==> src/rtl/escaped_command_line_tokenizer_macros.svh <==
// Assertion helpers for the command line tokenizer.
// Both sample on the rising clock and are disabled while reset is high.
`ifndef ESCAPED_COMMAND_LINE_TOKENIZER_MACROS_SVH
`define ESCAPED_COMMAND_LINE_TOKENIZER_MACROS_SVH

// Same-cycle implication.
`define ECLT_ASSERT_SAME(label, ante, cons, msg) \
   label: assert property (@(posedge clock) disable iff (reset) (ante) |-> (cons)) \
      else $error(msg);

// Next-cycle implication.
`define ECLT_ASSERT_NEXT(label, ante, cons, msg) \
   label: assert property (@(posedge clock) disable iff (reset) (ante) |=> (cons)) \
      else $error(msg);

`endif

==> src/rtl/ecltok_pkg.sv <==
package ecltok_pkg;

   localparam int PENDING_DEPTH = 8;
   // at most 12 held bytes, fewer when PENDING_DEPTH is smaller
   localparam int PEND_CAP = (PENDING_DEPTH < 12) ? PENDING_DEPTH : 12;
   localparam int CNT_W = $clog2(PEND_CAP + 1);
   localparam int IDX_W = (PEND_CAP > 1) ? $clog2(PEND_CAP) : 1;

   localparam int TDATA_W = 16;
   localparam int TUSER_W = 5;

   // result kinds
   localparam logic [2:0] K_CHAR      = 3'd0;
   localparam logic [2:0] K_PARAM_END = 3'd1;
   localparam logic [2:0] K_ROW_END   = 3'd2;
   localparam logic [2:0] K_CMD_END   = 3'd3;
   localparam logic [2:0] K_ERROR     = 3'd4;

   // character classes
   localparam logic [1:0] CLS_NAME  = 2'd0;
   localparam logic [1:0] CLS_KEY   = 2'd1;
   localparam logic [1:0] CLS_VALUE = 2'd2;

   // error codes
   localparam logic [2:0] ERR_NONE       = 3'd0;
   localparam logic [2:0] ERR_EMPTY_CMD  = 3'd1;
   localparam logic [2:0] ERR_NO_NAME    = 3'd2;
   localparam logic [2:0] ERR_EMPTY_ROW  = 3'd3;
   localparam logic [2:0] ERR_NO_KEY     = 3'd4;
   localparam logic [2:0] ERR_ESC_CUT    = 3'd5;
   localparam logic [2:0] ERR_BAD_ESC    = 3'd6;

   // characters
   localparam logic [7:0] CH_PIPE  = 8'h7C;
   localparam logic [7:0] CH_EQ    = 8'h3D;
   localparam logic [7:0] CH_SP    = 8'h20;
   localparam logic [7:0] CH_BSL   = 8'h5C;
   localparam logic [7:0] CH_SLASH = 8'h2F;
   localparam logic [7:0] CH_CR    = 8'h0D;
   localparam logic [7:0] CH_LF    = 8'h0A;

   typedef enum logic [2:0] {
      OP_NONE    = 3'd0,
      OP_LOAD    = 3'd1,
      OP_STORE   = 3'd2,
      OP_REPLAY  = 3'd3,
      OP_PROC    = 3'd4,
      OP_FIN     = 3'd5,
      OP_FIN_CMD = 3'd6,
      OP_FLUSH   = 3'd7
   } op_type;

   typedef struct packed {
      op_type op;
      logic   go;
   } dp_cmd_type;

   typedef struct packed {
      logic out_free;     // output register can take a result this cycle
      logic in_crlf;      // byte on the input port is CR or LF
      logic in_eoc;       // end flag on the input port
      logic eoc;          // end flag of the transaction being worked
      logic pend_empty;
      logic replay_last;  // replaying the last held byte
      logic step_done;
      logic fin_to_cmd;   // close emitted the row end, command end follows
   } dp_status_type;

endpackage

==> src/rtl/ecltok_ctrl.sv <==
module ecltok_ctrl import ecltok_pkg::*; (
   input  logic          clock,
   input  logic          reset,
   input  logic          req_tvalid,
   output logic          req_tready,
   input  dp_status_type status,
   output dp_cmd_type    cmd
);

   typedef enum logic [6:0] {
      ST_IDLE    = 7'b0000001,
      ST_STORE   = 7'b0000010,
      ST_REPLAY  = 7'b0000100,
      ST_PROC    = 7'b0001000,
      ST_FIN     = 7'b0010000,
      ST_FIN_CMD = 7'b0100000,
      ST_FLUSH   = 7'b1000000
   } state_type;

   state_type state_ff, state_in;

   always_comb begin
      state_in   = state_ff;
      req_tready = 1'b0;
      cmd.op     = OP_NONE;
      cmd.go     = status.out_free;
      case (state_ff)
         ST_IDLE: begin
            req_tready = 1'b1;
            cmd.op     = OP_LOAD;
            cmd.go     = req_tvalid;
            if (req_tvalid) begin
               if (status.in_crlf) begin
                  state_in = status.in_eoc ? ST_FIN : ST_STORE;
               end else begin
                  state_in = status.pend_empty ? ST_PROC : ST_REPLAY;
               end
            end
         end
         ST_STORE: begin
            cmd.op = OP_STORE;
            if (status.out_free) begin
               state_in = ST_FLUSH;
            end
         end
         ST_REPLAY: begin
            cmd.op = OP_REPLAY;
            if (status.out_free && status.step_done && status.replay_last) begin
               state_in = ST_PROC;
            end
         end
         ST_PROC: begin
            cmd.op = OP_PROC;
            if (status.out_free && status.step_done) begin
               state_in = status.eoc ? ST_FIN : ST_FLUSH;
            end
         end
         ST_FIN: begin
            cmd.op = OP_FIN;
            if (status.out_free && status.step_done) begin
               state_in = status.fin_to_cmd ? ST_FIN_CMD : ST_FLUSH;
            end
         end
         ST_FIN_CMD: begin
            cmd.op = OP_FIN_CMD;
            if (status.out_free) begin
               state_in = ST_FLUSH;
            end
         end
         ST_FLUSH: begin
            cmd.op = OP_FLUSH;
            if (status.out_free) begin
               state_in = ST_IDLE;
            end
         end
         default: begin
            cmd.go   = 1'b0;
            state_in = ST_IDLE;
         end
      endcase
   end

   always_ff @(posedge clock) begin
      if (reset) begin
         state_ff <= ST_IDLE;
      end else begin
         state_ff <= state_in;
      end
   end

endmodule

==> src/rtl/ecltok_dp.sv <==
module ecltok_dp import ecltok_pkg::*; (
   input  logic               clock,
   input  logic               reset,
   input  logic [7:0]         req_tdata,
   input  logic               req_tlast,
   output logic               rsp_tvalid,
   input  logic               rsp_tready,
   output logic [TDATA_W-1:0] rsp_tdata,
   output logic [TUSER_W-1:0] rsp_tuser,
   output logic               rsp_tlast,
   input  dp_cmd_type         cmd,
   output dp_status_type      status
);

   typedef enum logic [1:0] {
      PH_START = 2'd0,
      PH_NAME  = 2'd1,
      PH_SKIP  = 2'd2,
      PH_DATA  = 2'd3
   } phase_type;

   typedef struct packed {
      logic [2:0] kind;
      logic [1:0] cls;
      logic [7:0] ch;
      logic [2:0] err;
   } res_type;

   // returns {valid, decoded}
   function automatic logic [8:0] decode_escape(input logic [7:0] c);
      logic [8:0] r;
      case (c)
         CH_BSL:   r = {1'b1, CH_BSL};
         CH_SLASH: r = {1'b1, CH_SLASH};
         8'h73:    r = {1'b1, CH_SP};     // s
         8'h70:    r = {1'b1, CH_PIPE};   // p
         8'h61:    r = {1'b1, 8'd7};      // a
         8'h62:    r = {1'b1, 8'd8};      // b
         8'h66:    r = {1'b1, 8'd12};     // f
         8'h6E:    r = {1'b1, CH_LF};     // n
         8'h72:    r = {1'b1, CH_CR};     // r
         8'h74:    r = {1'b1, 8'd9};      // t
         8'h76:    r = {1'b1, 8'd11};     // v
         default:  r = 9'd0;
      endcase
      return r;
   endfunction

   phase_type        ph_ff, ph_in;
   logic             ep_ff, ep_in;
   logic             po_ff, po_in;
   logic             iv_ff, iv_in;
   logic             rn_ff, rn_in;
   logic             es_ff, es_in;
   logic [CNT_W-1:0] pend_cnt_ff, pend_cnt_in;
   logic             pend_bits_ff [PEND_CAP];
   logic [IDX_W-1:0] rep_idx_ff, rep_idx_in;
   logic [7:0]       byte_ff;
   logic             eoc_ff;
   logic             held_valid_ff, held_valid_in;
   res_type          held_ff;
   logic             rsp_valid_ff, rsp_valid_in;
   res_type          rsp_res_ff;
   logic             rsp_last_ff;

   logic       emit, done, to_cmd, take_data, store_we, push, push_last;
   res_type    res;
   logic [7:0] c;
   logic [8:0] dec;
   logic       replay_last;

   assign replay_last = (CNT_W'(rep_idx_ff) + CNT_W'(1)) == pend_cnt_ff;
   assign c = (cmd.op == OP_REPLAY) ? (pend_bits_ff[rep_idx_ff] ? CH_LF : CH_CR) : byte_ff;
   assign dec = decode_escape(c);

   always_comb begin
      ph_in     = ph_ff;
      ep_in     = ep_ff;
      po_in     = po_ff;
      iv_in     = iv_ff;
      rn_in     = rn_ff;
      es_in     = es_ff;
      emit      = 1'b0;
      res       = '0;
      done      = 1'b1;
      to_cmd    = 1'b0;
      take_data = 1'b0;
      store_we  = 1'b0;
      case (cmd.op)
         OP_STORE: begin
            if (!es_ff) begin
               if (pend_cnt_ff >= CNT_W'(PEND_CAP)) begin
                  emit     = 1'b1;
                  res.kind = K_ERROR;
                  res.err  = ERR_BAD_ESC;
                  es_in    = 1'b1;
               end else begin
                  store_we = 1'b1;
               end
            end
         end
         OP_REPLAY, OP_PROC: begin
            if (!es_ff) begin
               case (ph_ff)
                  PH_START: begin
                     emit = 1'b1;
                     if (c == CH_SP) begin
                        res.kind = K_ERROR;
                        res.err  = ERR_NO_NAME;
                        es_in    = 1'b1;
                     end else begin
                        res.kind = K_CHAR;
                        res.cls  = CLS_NAME;
                        res.ch   = c;
                        ph_in    = PH_NAME;
                     end
                  end
                  PH_NAME: begin
                     if (c == CH_SP) begin
                        ph_in = PH_SKIP;
                     end else begin
                        emit     = 1'b1;
                        res.kind = K_CHAR;
                        res.cls  = CLS_NAME;
                        res.ch   = c;
                     end
                  end
                  PH_SKIP: begin
                     if (c != CH_SP) begin
                        ph_in     = PH_DATA;
                        po_in     = 1'b0;
                        iv_in     = 1'b0;
                        ep_in     = 1'b0;
                        rn_in     = 1'b0;
                        take_data = 1'b1;
                     end
                  end
                  default: take_data = 1'b1;
               endcase
               // data byte, worked on the *_in view so a fresh row starts clean
               if (take_data) begin
                  if (c == CH_PIPE) begin
                     if (!rn_in) begin
                        emit     = 1'b1;
                        res.kind = K_ERROR;
                        res.err  = ERR_EMPTY_ROW;
                        es_in    = 1'b1;
                     end else if (po_in && ep_in) begin
                        emit     = 1'b1;
                        res.kind = K_ERROR;
                        res.err  = ERR_ESC_CUT;
                        es_in    = 1'b1;
                     end else if (po_in) begin
                        // parameter end now, same byte again for the row end
                        emit     = 1'b1;
                        res.kind = K_PARAM_END;
                        po_in    = 1'b0;
                        iv_in    = 1'b0;
                        ep_in    = 1'b0;
                        done     = 1'b0;
                     end else begin
                        emit     = 1'b1;
                        res.kind = K_ROW_END;
                        rn_in    = 1'b0;
                        iv_in    = 1'b0;
                        ep_in    = 1'b0;
                     end
                  end else begin
                     rn_in = 1'b1;
                     if (c == CH_SP) begin
                        if (po_in) begin
                           emit = 1'b1;
                           if (ep_in) begin
                              res.kind = K_ERROR;
                              res.err  = ERR_ESC_CUT;
                              es_in    = 1'b1;
                           end else begin
                              res.kind = K_PARAM_END;
                           end
                        end
                        po_in = 1'b0;
                        iv_in = 1'b0;
                        ep_in = 1'b0;
                     end else if (!po_in) begin
                        po_in = 1'b1;
                        iv_in = 1'b0;
                        ep_in = 1'b0;
                        emit  = 1'b1;
                        if (c == CH_EQ) begin
                           res.kind = K_ERROR;
                           res.err  = ERR_NO_KEY;
                           es_in    = 1'b1;
                        end else begin
                           res.kind = K_CHAR;
                           res.cls  = CLS_KEY;
                           res.ch   = c;
                        end
                     end else if (!iv_in) begin
                        if (c == CH_EQ) begin
                           iv_in = 1'b1;
                        end else begin
                           emit     = 1'b1;
                           res.kind = K_CHAR;
                           res.cls  = CLS_KEY;
                           res.ch   = c;
                        end
                     end else if (ep_in) begin
                        ep_in = 1'b0;
                        emit  = 1'b1;
                        if (!dec[8]) begin
                           res.kind = K_ERROR;
                           res.err  = ERR_BAD_ESC;
                           es_in    = 1'b1;
                        end else begin
                           res.kind = K_CHAR;
                           res.cls  = CLS_VALUE;
                           res.ch   = dec[7:0];
                        end
                     end else if (c == CH_BSL) begin
                        ep_in = 1'b1;
                     end else begin
                        emit     = 1'b1;
                        res.kind = K_CHAR;
                        res.cls  = CLS_VALUE;
                        res.ch   = c;
                     end
                  end
               end
            end
         end
         OP_FIN: begin
            if (!es_ff) begin
               emit = 1'b1;
               case (ph_ff)
                  PH_START: begin
                     res.kind = K_ERROR;
                     res.err  = ERR_EMPTY_CMD;
                     es_in    = 1'b1;
                  end
                  PH_NAME, PH_SKIP: res.kind = K_CMD_END;
                  default: begin
                     if (!rn_ff) begin
                        res.kind = K_ERROR;
                        res.err  = ERR_EMPTY_ROW;
                        es_in    = 1'b1;
                     end else if (po_ff && ep_ff) begin
                        res.kind = K_ERROR;
                        res.err  = ERR_ESC_CUT;
                        es_in    = 1'b1;
                     end else if (po_ff) begin
                        res.kind = K_PARAM_END;
                        po_in    = 1'b0;
                        iv_in    = 1'b0;
                        ep_in    = 1'b0;
                        done     = 1'b0;
                     end else begin
                        res.kind = K_ROW_END;
                        rn_in    = 1'b0;
                        to_cmd   = 1'b1;
                     end
                  end
               endcase
            end
         end
         OP_FIN_CMD: begin
            emit     = 1'b1;
            res.kind = K_CMD_END;
         end
         default: ;
      endcase
   end

   // result held back one step so the last one of a transaction can be marked
   always_comb begin
      held_valid_in = held_valid_ff;
      push          = 1'b0;
      push_last     = 1'b0;
      if (cmd.go) begin
         if (cmd.op == OP_FLUSH) begin
            push          = held_valid_ff;
            push_last     = 1'b1;
            held_valid_in = 1'b0;
         end else if (emit) begin
            push          = held_valid_ff;
            held_valid_in = 1'b1;
         end
      end
      rsp_valid_in = push ? 1'b1 : (rsp_tready ? 1'b0 : rsp_valid_ff);
   end

   always_comb begin
      pend_cnt_in = pend_cnt_ff;
      rep_idx_in  = rep_idx_ff;
      if (cmd.go) begin
         case (cmd.op)
            OP_LOAD: rep_idx_in = '0;
            OP_STORE: begin
               if (store_we) begin
                  pend_cnt_in = pend_cnt_ff + CNT_W'(1);
               end
            end
            OP_REPLAY: begin
               if (done) begin
                  rep_idx_in = rep_idx_ff + IDX_W'(1);
                  if (replay_last) begin
                     pend_cnt_in = '0;
                  end
               end
            end
            default: ;
         endcase
      end
   end

   always_ff @(posedge clock) begin
      if (reset) begin
         ph_ff         <= PH_START;
         ep_ff         <= 1'b0;
         po_ff         <= 1'b0;
         iv_ff         <= 1'b0;
         rn_ff         <= 1'b0;
         es_ff         <= 1'b0;
         pend_cnt_ff   <= '0;
         rep_idx_ff    <= '0;
         held_valid_ff <= 1'b0;
         rsp_valid_ff  <= 1'b0;
      end else begin
         rsp_valid_ff  <= rsp_valid_in;
         held_valid_ff <= held_valid_in;
         rep_idx_ff    <= rep_idx_in;
         if (cmd.go && (cmd.op == OP_FLUSH) && eoc_ff) begin
            ph_ff       <= PH_START;
            ep_ff       <= 1'b0;
            po_ff       <= 1'b0;
            iv_ff       <= 1'b0;
            rn_ff       <= 1'b0;
            es_ff       <= 1'b0;
            pend_cnt_ff <= '0;
         end else begin
            pend_cnt_ff <= pend_cnt_in;
            if (cmd.go) begin
               ph_ff <= ph_in;
               ep_ff <= ep_in;
               po_ff <= po_in;
               iv_ff <= iv_in;
               rn_ff <= rn_in;
               es_ff <= es_in;
            end
         end
      end
   end

   always_ff @(posedge clock) begin
      if (cmd.go && (cmd.op == OP_LOAD)) begin
         byte_ff <= req_tdata;
         eoc_ff  <= req_tlast;
      end
      if (cmd.go && store_we) begin
         pend_bits_ff[pend_cnt_ff[IDX_W-1:0]] <= (byte_ff == CH_LF);
      end
      if (cmd.go && emit && (cmd.op != OP_FLUSH)) begin
         held_ff <= res;
      end
      if (push) begin
         rsp_res_ff  <= held_ff;
         rsp_last_ff <= push_last;
      end
   end

   assign status.out_free    = !rsp_valid_ff || rsp_tready;
   assign status.in_crlf     = (req_tdata == CH_CR) || (req_tdata == CH_LF);
   assign status.in_eoc      = req_tlast;
   assign status.eoc         = eoc_ff;
   assign status.pend_empty  = pend_cnt_ff == '0;
   assign status.replay_last = replay_last;
   assign status.step_done   = done;
   assign status.fin_to_cmd  = to_cmd;

   assign rsp_tvalid = rsp_valid_ff;
   assign rsp_tdata  = {5'd0, rsp_res_ff.err, rsp_res_ff.ch};
   assign rsp_tuser  = {rsp_res_ff.cls, rsp_res_ff.kind};
   assign rsp_tlast  = rsp_last_ff;

endmodule

==> src/rtl/escaped_command_line_tokenizer.sv <==
// Channel   Direction  Handshake              Payload
// req       in         req_tvalid/req_tready  tdata: in_byte; tlast: end_of_command
// rsp       out        rsp_tvalid/rsp_tready  tdata: out_char, error_code;
//                                             tuser: kind, char_class; tlast: run_last
//
// One byte at a time: the byte is accepted, each held CR/LF is replayed ahead of it,
// then a CR/LF is stored unless it ends the command, or any other byte is worked (a '|'
// that also closes a parameter takes a second step), the end-of-command close runs
// when tlast is set, and the last result is released.
// Reset is synchronous and clears all control state; the CR/LF store needs none.
// Every step after the accept waits while the output register holds a result not yet taken.
`include "escaped_command_line_tokenizer_macros.svh"

module escaped_command_line_tokenizer import ecltok_pkg::*; (
   input  logic               clock,
   input  logic               reset,
   input  logic               req_tvalid,
   output logic               req_tready,
   input  logic [7:0]         req_tdata,   // [7:0] in_byte
   input  logic               req_tlast,
   output logic               rsp_tvalid,
   input  logic               rsp_tready,
   output logic [TDATA_W-1:0] rsp_tdata,   // [7:0] out_char, [10:8] error_code
   output logic [TUSER_W-1:0] rsp_tuser,   // [2:0] kind, [4:3] char_class
   output logic               rsp_tlast
);

   dp_cmd_type    cmd;
   dp_status_type status;

   ecltok_ctrl u_ctrl (
      .clock      (clock),
      .reset      (reset),
      .req_tvalid (req_tvalid),
      .req_tready (req_tready),
      .status     (status),
      .cmd        (cmd)
   );

   ecltok_dp u_dp (
      .clock      (clock),
      .reset      (reset),
      .req_tdata  (req_tdata),
      .req_tlast  (req_tlast),
      .rsp_tvalid (rsp_tvalid),
      .rsp_tready (rsp_tready),
      .rsp_tdata  (rsp_tdata),
      .rsp_tuser  (rsp_tuser),
      .rsp_tlast  (rsp_tlast),
      .cmd        (cmd),
      .status     (status)
   );

   `ECLT_ASSERT_NEXT(a_busy_after_accept, req_tvalid && req_tready, !req_tready, "ready held after accept")
   `ECLT_ASSERT_SAME(a_error_has_code, rsp_tvalid && (rsp_tuser[2:0] == K_ERROR), rsp_tdata[10:8] != ERR_NONE, "error without code")
   `ECLT_ASSERT_SAME(a_mark_is_blank, rsp_tvalid && (rsp_tuser[2:0] != K_CHAR), (rsp_tdata[7:0] == 8'h00) && (rsp_tuser[4:3] == CLS_NAME), "mark carries a character")

endmodule
==> config.mk <==
export PLATFORM = sky130hd
export DESIGN_NAME = escaped_command_line_tokenizer
export DESIGN_NICKNAME = d
export VERILOG_FILES = /design/src/rtl/ecltok_pkg.sv /design/src/rtl/ecltok_ctrl.sv /design/src/rtl/ecltok_dp.sv /design/src/rtl/escaped_command_line_tokenizer.sv
export VERILOG_INCLUDE_DIRS = /design/src /design/src/rtl
export SDC_FILE = /design/constraint.sdc
export NUM_CORES = 1
export LEC_CHECK = 0
export BUFFER_PORTS_ARGS = -buffer_cell sky130_fd_sc_hd__buf_2
export CAP_MARGIN = 25
export CORE_MARGIN = 3
export CORE_UTILIZATION = 55
export DETAILED_ROUTE_END_ITERATION = 10
export PLACE_DENSITY_LB_ADDON = 0.15
export SLEW_MARGIN = 5
export SYNTH_ARGS = -nofsm -noshare
export SYNTH_HDL_FRONTEND = slang
export SYNTH_SLANG_ARGS = --single-unit
==> constraint.sdc <==
create_clock -name clock -period 3.8 [get_ports clock]
set_input_delay 0.57 -clock clock [delete_from_list [all_inputs] [get_ports clock]]
set_output_delay 0.57 -clock clock [all_outputs]
set_load 0.03 [all_outputs]
==> flow_summary.ini <==
[route]
drt-total-wl_um = 12100
drt_iter0_drc = 327
via_per_inst = 6.62
vias = 4146
drt.antenna.violating_nets = 0
drc = 0
firstDrtPassIters = 5
wire_per_inst_um = 19.3

[setup_path]
max_stage_delay_ps = 660
endpoint_kind = flop
reg2regPathDepth = 6
cp_slowest_cell = o21ai_1
arrival_ps = 3350
reg2reg_from = u_dp.byte_ff[0]
start_kind = flop
cp_num_buf_inv = 0
worstPathCellList = nor4_1 -> nand2_1 -> o21ai_1 -> nand3_1 -> or3_1 -> a32o_1
r2r_end = u_dp.held_ff[5]
path_delay_family = simple AND/OR/NAND/NOR gates
crit_path_max_fanout = 14
critical_path_required_ps = 3910
ff2ff_setup_slack_ps = 560
path_class = flop to flop

[yosys]
synth_top_area_share = 0.329
synthFlopType = edfxtp_1
syn_avg_cell_area_um2 = 9.30
synth_edf_count = 50
syn_inst = 491
mappedNetlistArea_mm2 = 0.00457
synth-compound-area-share = 0.225
yosysWarnings = 0
synth-async-reset-ratio = 0
yosys.area_share.simple = 0.229
ys_seq_area_frac = 0.443
synth.area.top_cells = edfxtp_1, dfxtp_1, a21oi_1, nor2_1, nand2_1
ys_seq_elements = 76
yosysTopAreaCell = edfxtp_1
synth_top_family_by_area = simple AND/OR/NAND/NOR gates
synth-xor-area-share = 0.0153
synth.area.mux_share = 0.0121
synthAdderAreaFrac = 0.0219
yosysUniqueCellTypes = 75

[clock_tree]
clk_pin_slew_ps = 90
cts_resized = 0
postCtsSetupRepairBufs = 0
worst_skew_pair.late_latency_ps = 360
cts.sinks = 76
clockBufferDepth = 2
root_buffer = clkbuf_8
cts_max_level = 3
cts_tree = done
cts_inserted_buffers = 9
postCtsHoldBufs = 0

[timing]
hold_viol = 0
finClkSkew_ps = 16.7
setup_ws_ps = 557
drv_slew = 0
fin_setup_tns_ps = 0
period_minus_slack_ps = 3240
tightest_slew_ps = 789
clock.fmax_mhz = 308
grt_setup_unrepaired = no
max_slew_margin = 0.470
fin_crit_sh = 0.853
setup_viol = 0

[power_and_ir_drop]
peakVddDrop_v = 0.000353
power_density_mw_per_mm2 = 448
p_leak_nw = 1.71

[floorplan]
row_count = 32
core_area_mm2 = 0.00789
start_util = 0.579
fp.dieW_um = 97.1
num_io_pins = 37
die_h_um = 97.1
dieArea_mm2 = 0.00943

[min_path]
hp-start = req_tdata[7]
holdCritPathClass = input pin to flop
hold_path_end = u_dp.byte_ff[7]
hold_depth = 1

[finish]
layout-drive-gt1-share = 0.162
n_fill_cell = 702
final_area_mm2 = 0.00503
final_nets = 540
synthToLayoutAreaGrowth_pct = 10.2
fin_util = 0.638
antenna-diode-count = 0
stdcell_count = 626

[grt]
grt_start_max_net_pins = 20
grt_first_pass_wirelength_um = 20100
grt_overflow = 0
antenna_found_initial = 0
first_global_vias = 3914
grt.total_usage = 0.263

[run]
drv_cap = 0

[place]
io_buffers = 31
dpl_worst_slack_ps = 629
post-place-cells = 609
hpwl_um = 8790
routabilityCongestion = 0.961
place_area_mm2 = 0.00483

[run_status]
outcome = finished, final reports clean
-- layout by cell type (no fill, tap or decap), types with 9 or more instances in the layout --
cell type  instances
edfxtp_1          50
a21oi_1           44
nor2_1            42
nand2_1           35
buf_2             31
dfxtp_1           26
o21ai_0           24
nor3_1            21
buf_4             21
inv_1             16
nand3_1           15
clkbuf_8           9
-- Yosys cell counts (6+ instances only) --
library cell   n
nand3_1       15
o21ai_0       24
clkbuf_1      31
and3_1         6
a21oi_1       44
edfxtp_1      50
nor4b_1        6
nor2b_1        8
a31oi_1        8
a211oi_1       6
dfxtp_1       26
nand2b_1       6
inv_1         16
or3_1          6
nor2_1        42
nor4_1         8
a21o_1         6
ha_1           8
buf_4          6
nand2_1       35
nor3_1        21
-- where the power goes --
| part | switching [W] | internal [W] | total, W | leakage [nW] |
|---|---|---|---|---|
| Sequential | 0.0000888 | 0.000948 | 0.00104 | 0.688 |
| Combinational | 0.000385 | 0.000214 | 0.000599 | 0.929 |
| Clock | 0.000312 | 0.000304 | 0.000616 | 0.0962 |
-- layer usage --
layer	part of all wire	wire length (µm)	GRT usage	vias to the layer above
li1	-	-	-	1921
met1	0.42	5100	0.378	1938
met2	0.45	5460	0.384	253
met3	0.10	1220	0.0625	34
met4	0.025	306	0.102	0
met5	0	0	0	-
-- logic make-up after synthesis --
group | after synthesis
simple gates | 192
compound gates | 148
flops | 76
buf+inv | 55
fa+ha+maj | 8
xor+xnor | 8
mux | 3
other cells | 1
-- metrics by stage --
stage	power (W)	hold slack, ps
after global placement	0.00162	401
after detailed placement	0.00163	406
after CTS	0.00225	396
after floorplan	0.00147	400
after global routing	0.00238	397
final	0.00225	404
-- how the worst max path moves through the flow --
| stage | from | cells past startpoint | slack (ps) | end |
|---|---|---|---|---|
| 2_1_floorplan | u_ctrl.state_ff[4] | 9 | 1020 | u_dp.held_ff[0] |
| 3_3_place_gp | u_dp.byte_ff[0] | 6 | 750 | u_dp.held_ff[5] |
| 3_5_place_dp | u_dp.byte_ff[0] | 6 | 630 | u_dp.held_ff[5] |
| 4_1_cts | u_dp.byte_ff[0] | 6 | 620 | u_dp.held_ff[5] |
| 5_1_grt | u_dp.byte_ff[0] | 6 | 340 | u_dp.held_ff[5] |
| 6_report | u_dp.byte_ff[0] | 6 | 560 | u_dp.held_ff[5] |
-- state kept, by name (all words and copies together) (netlist names), 3 cells and up, named ones only --
signal             count
u_dp.held_ff          16
u_dp.rsp_tdata        11
u_dp.byte_ff           8
u_dp.pend_bits_ff      8
u_ctrl.state_ff        7
u_dp.rsp_tuser         5
u_dp.pend_cnt_ff       4
u_dp.rep_idx_ff        3
-- worst reg2reg max path, delay by kind of cell (launching register included) --
kind | cells | cell delay [ps]
AND/OR/NAND/NOR | 4 | 1520
AO/OA/AOI/OAI | 2 | 900
flip-flops | 1 | 590
-- cell type report --
cell class                      count  area [µm²]  share of cell area
Multi-Input combinational cell    364        2320               0.460
Sequential cell                    76        2020               0.402
Timing Repair Buffer               52         313              0.0622
Clock buffer                       10         128              0.0254
Tap cell                          102         128              0.0254
Clock inverter                      6        65.1              0.0129
Inverter                           16        60.1              0.0119
No activity file was read; power rests on OpenSTA's default activity.
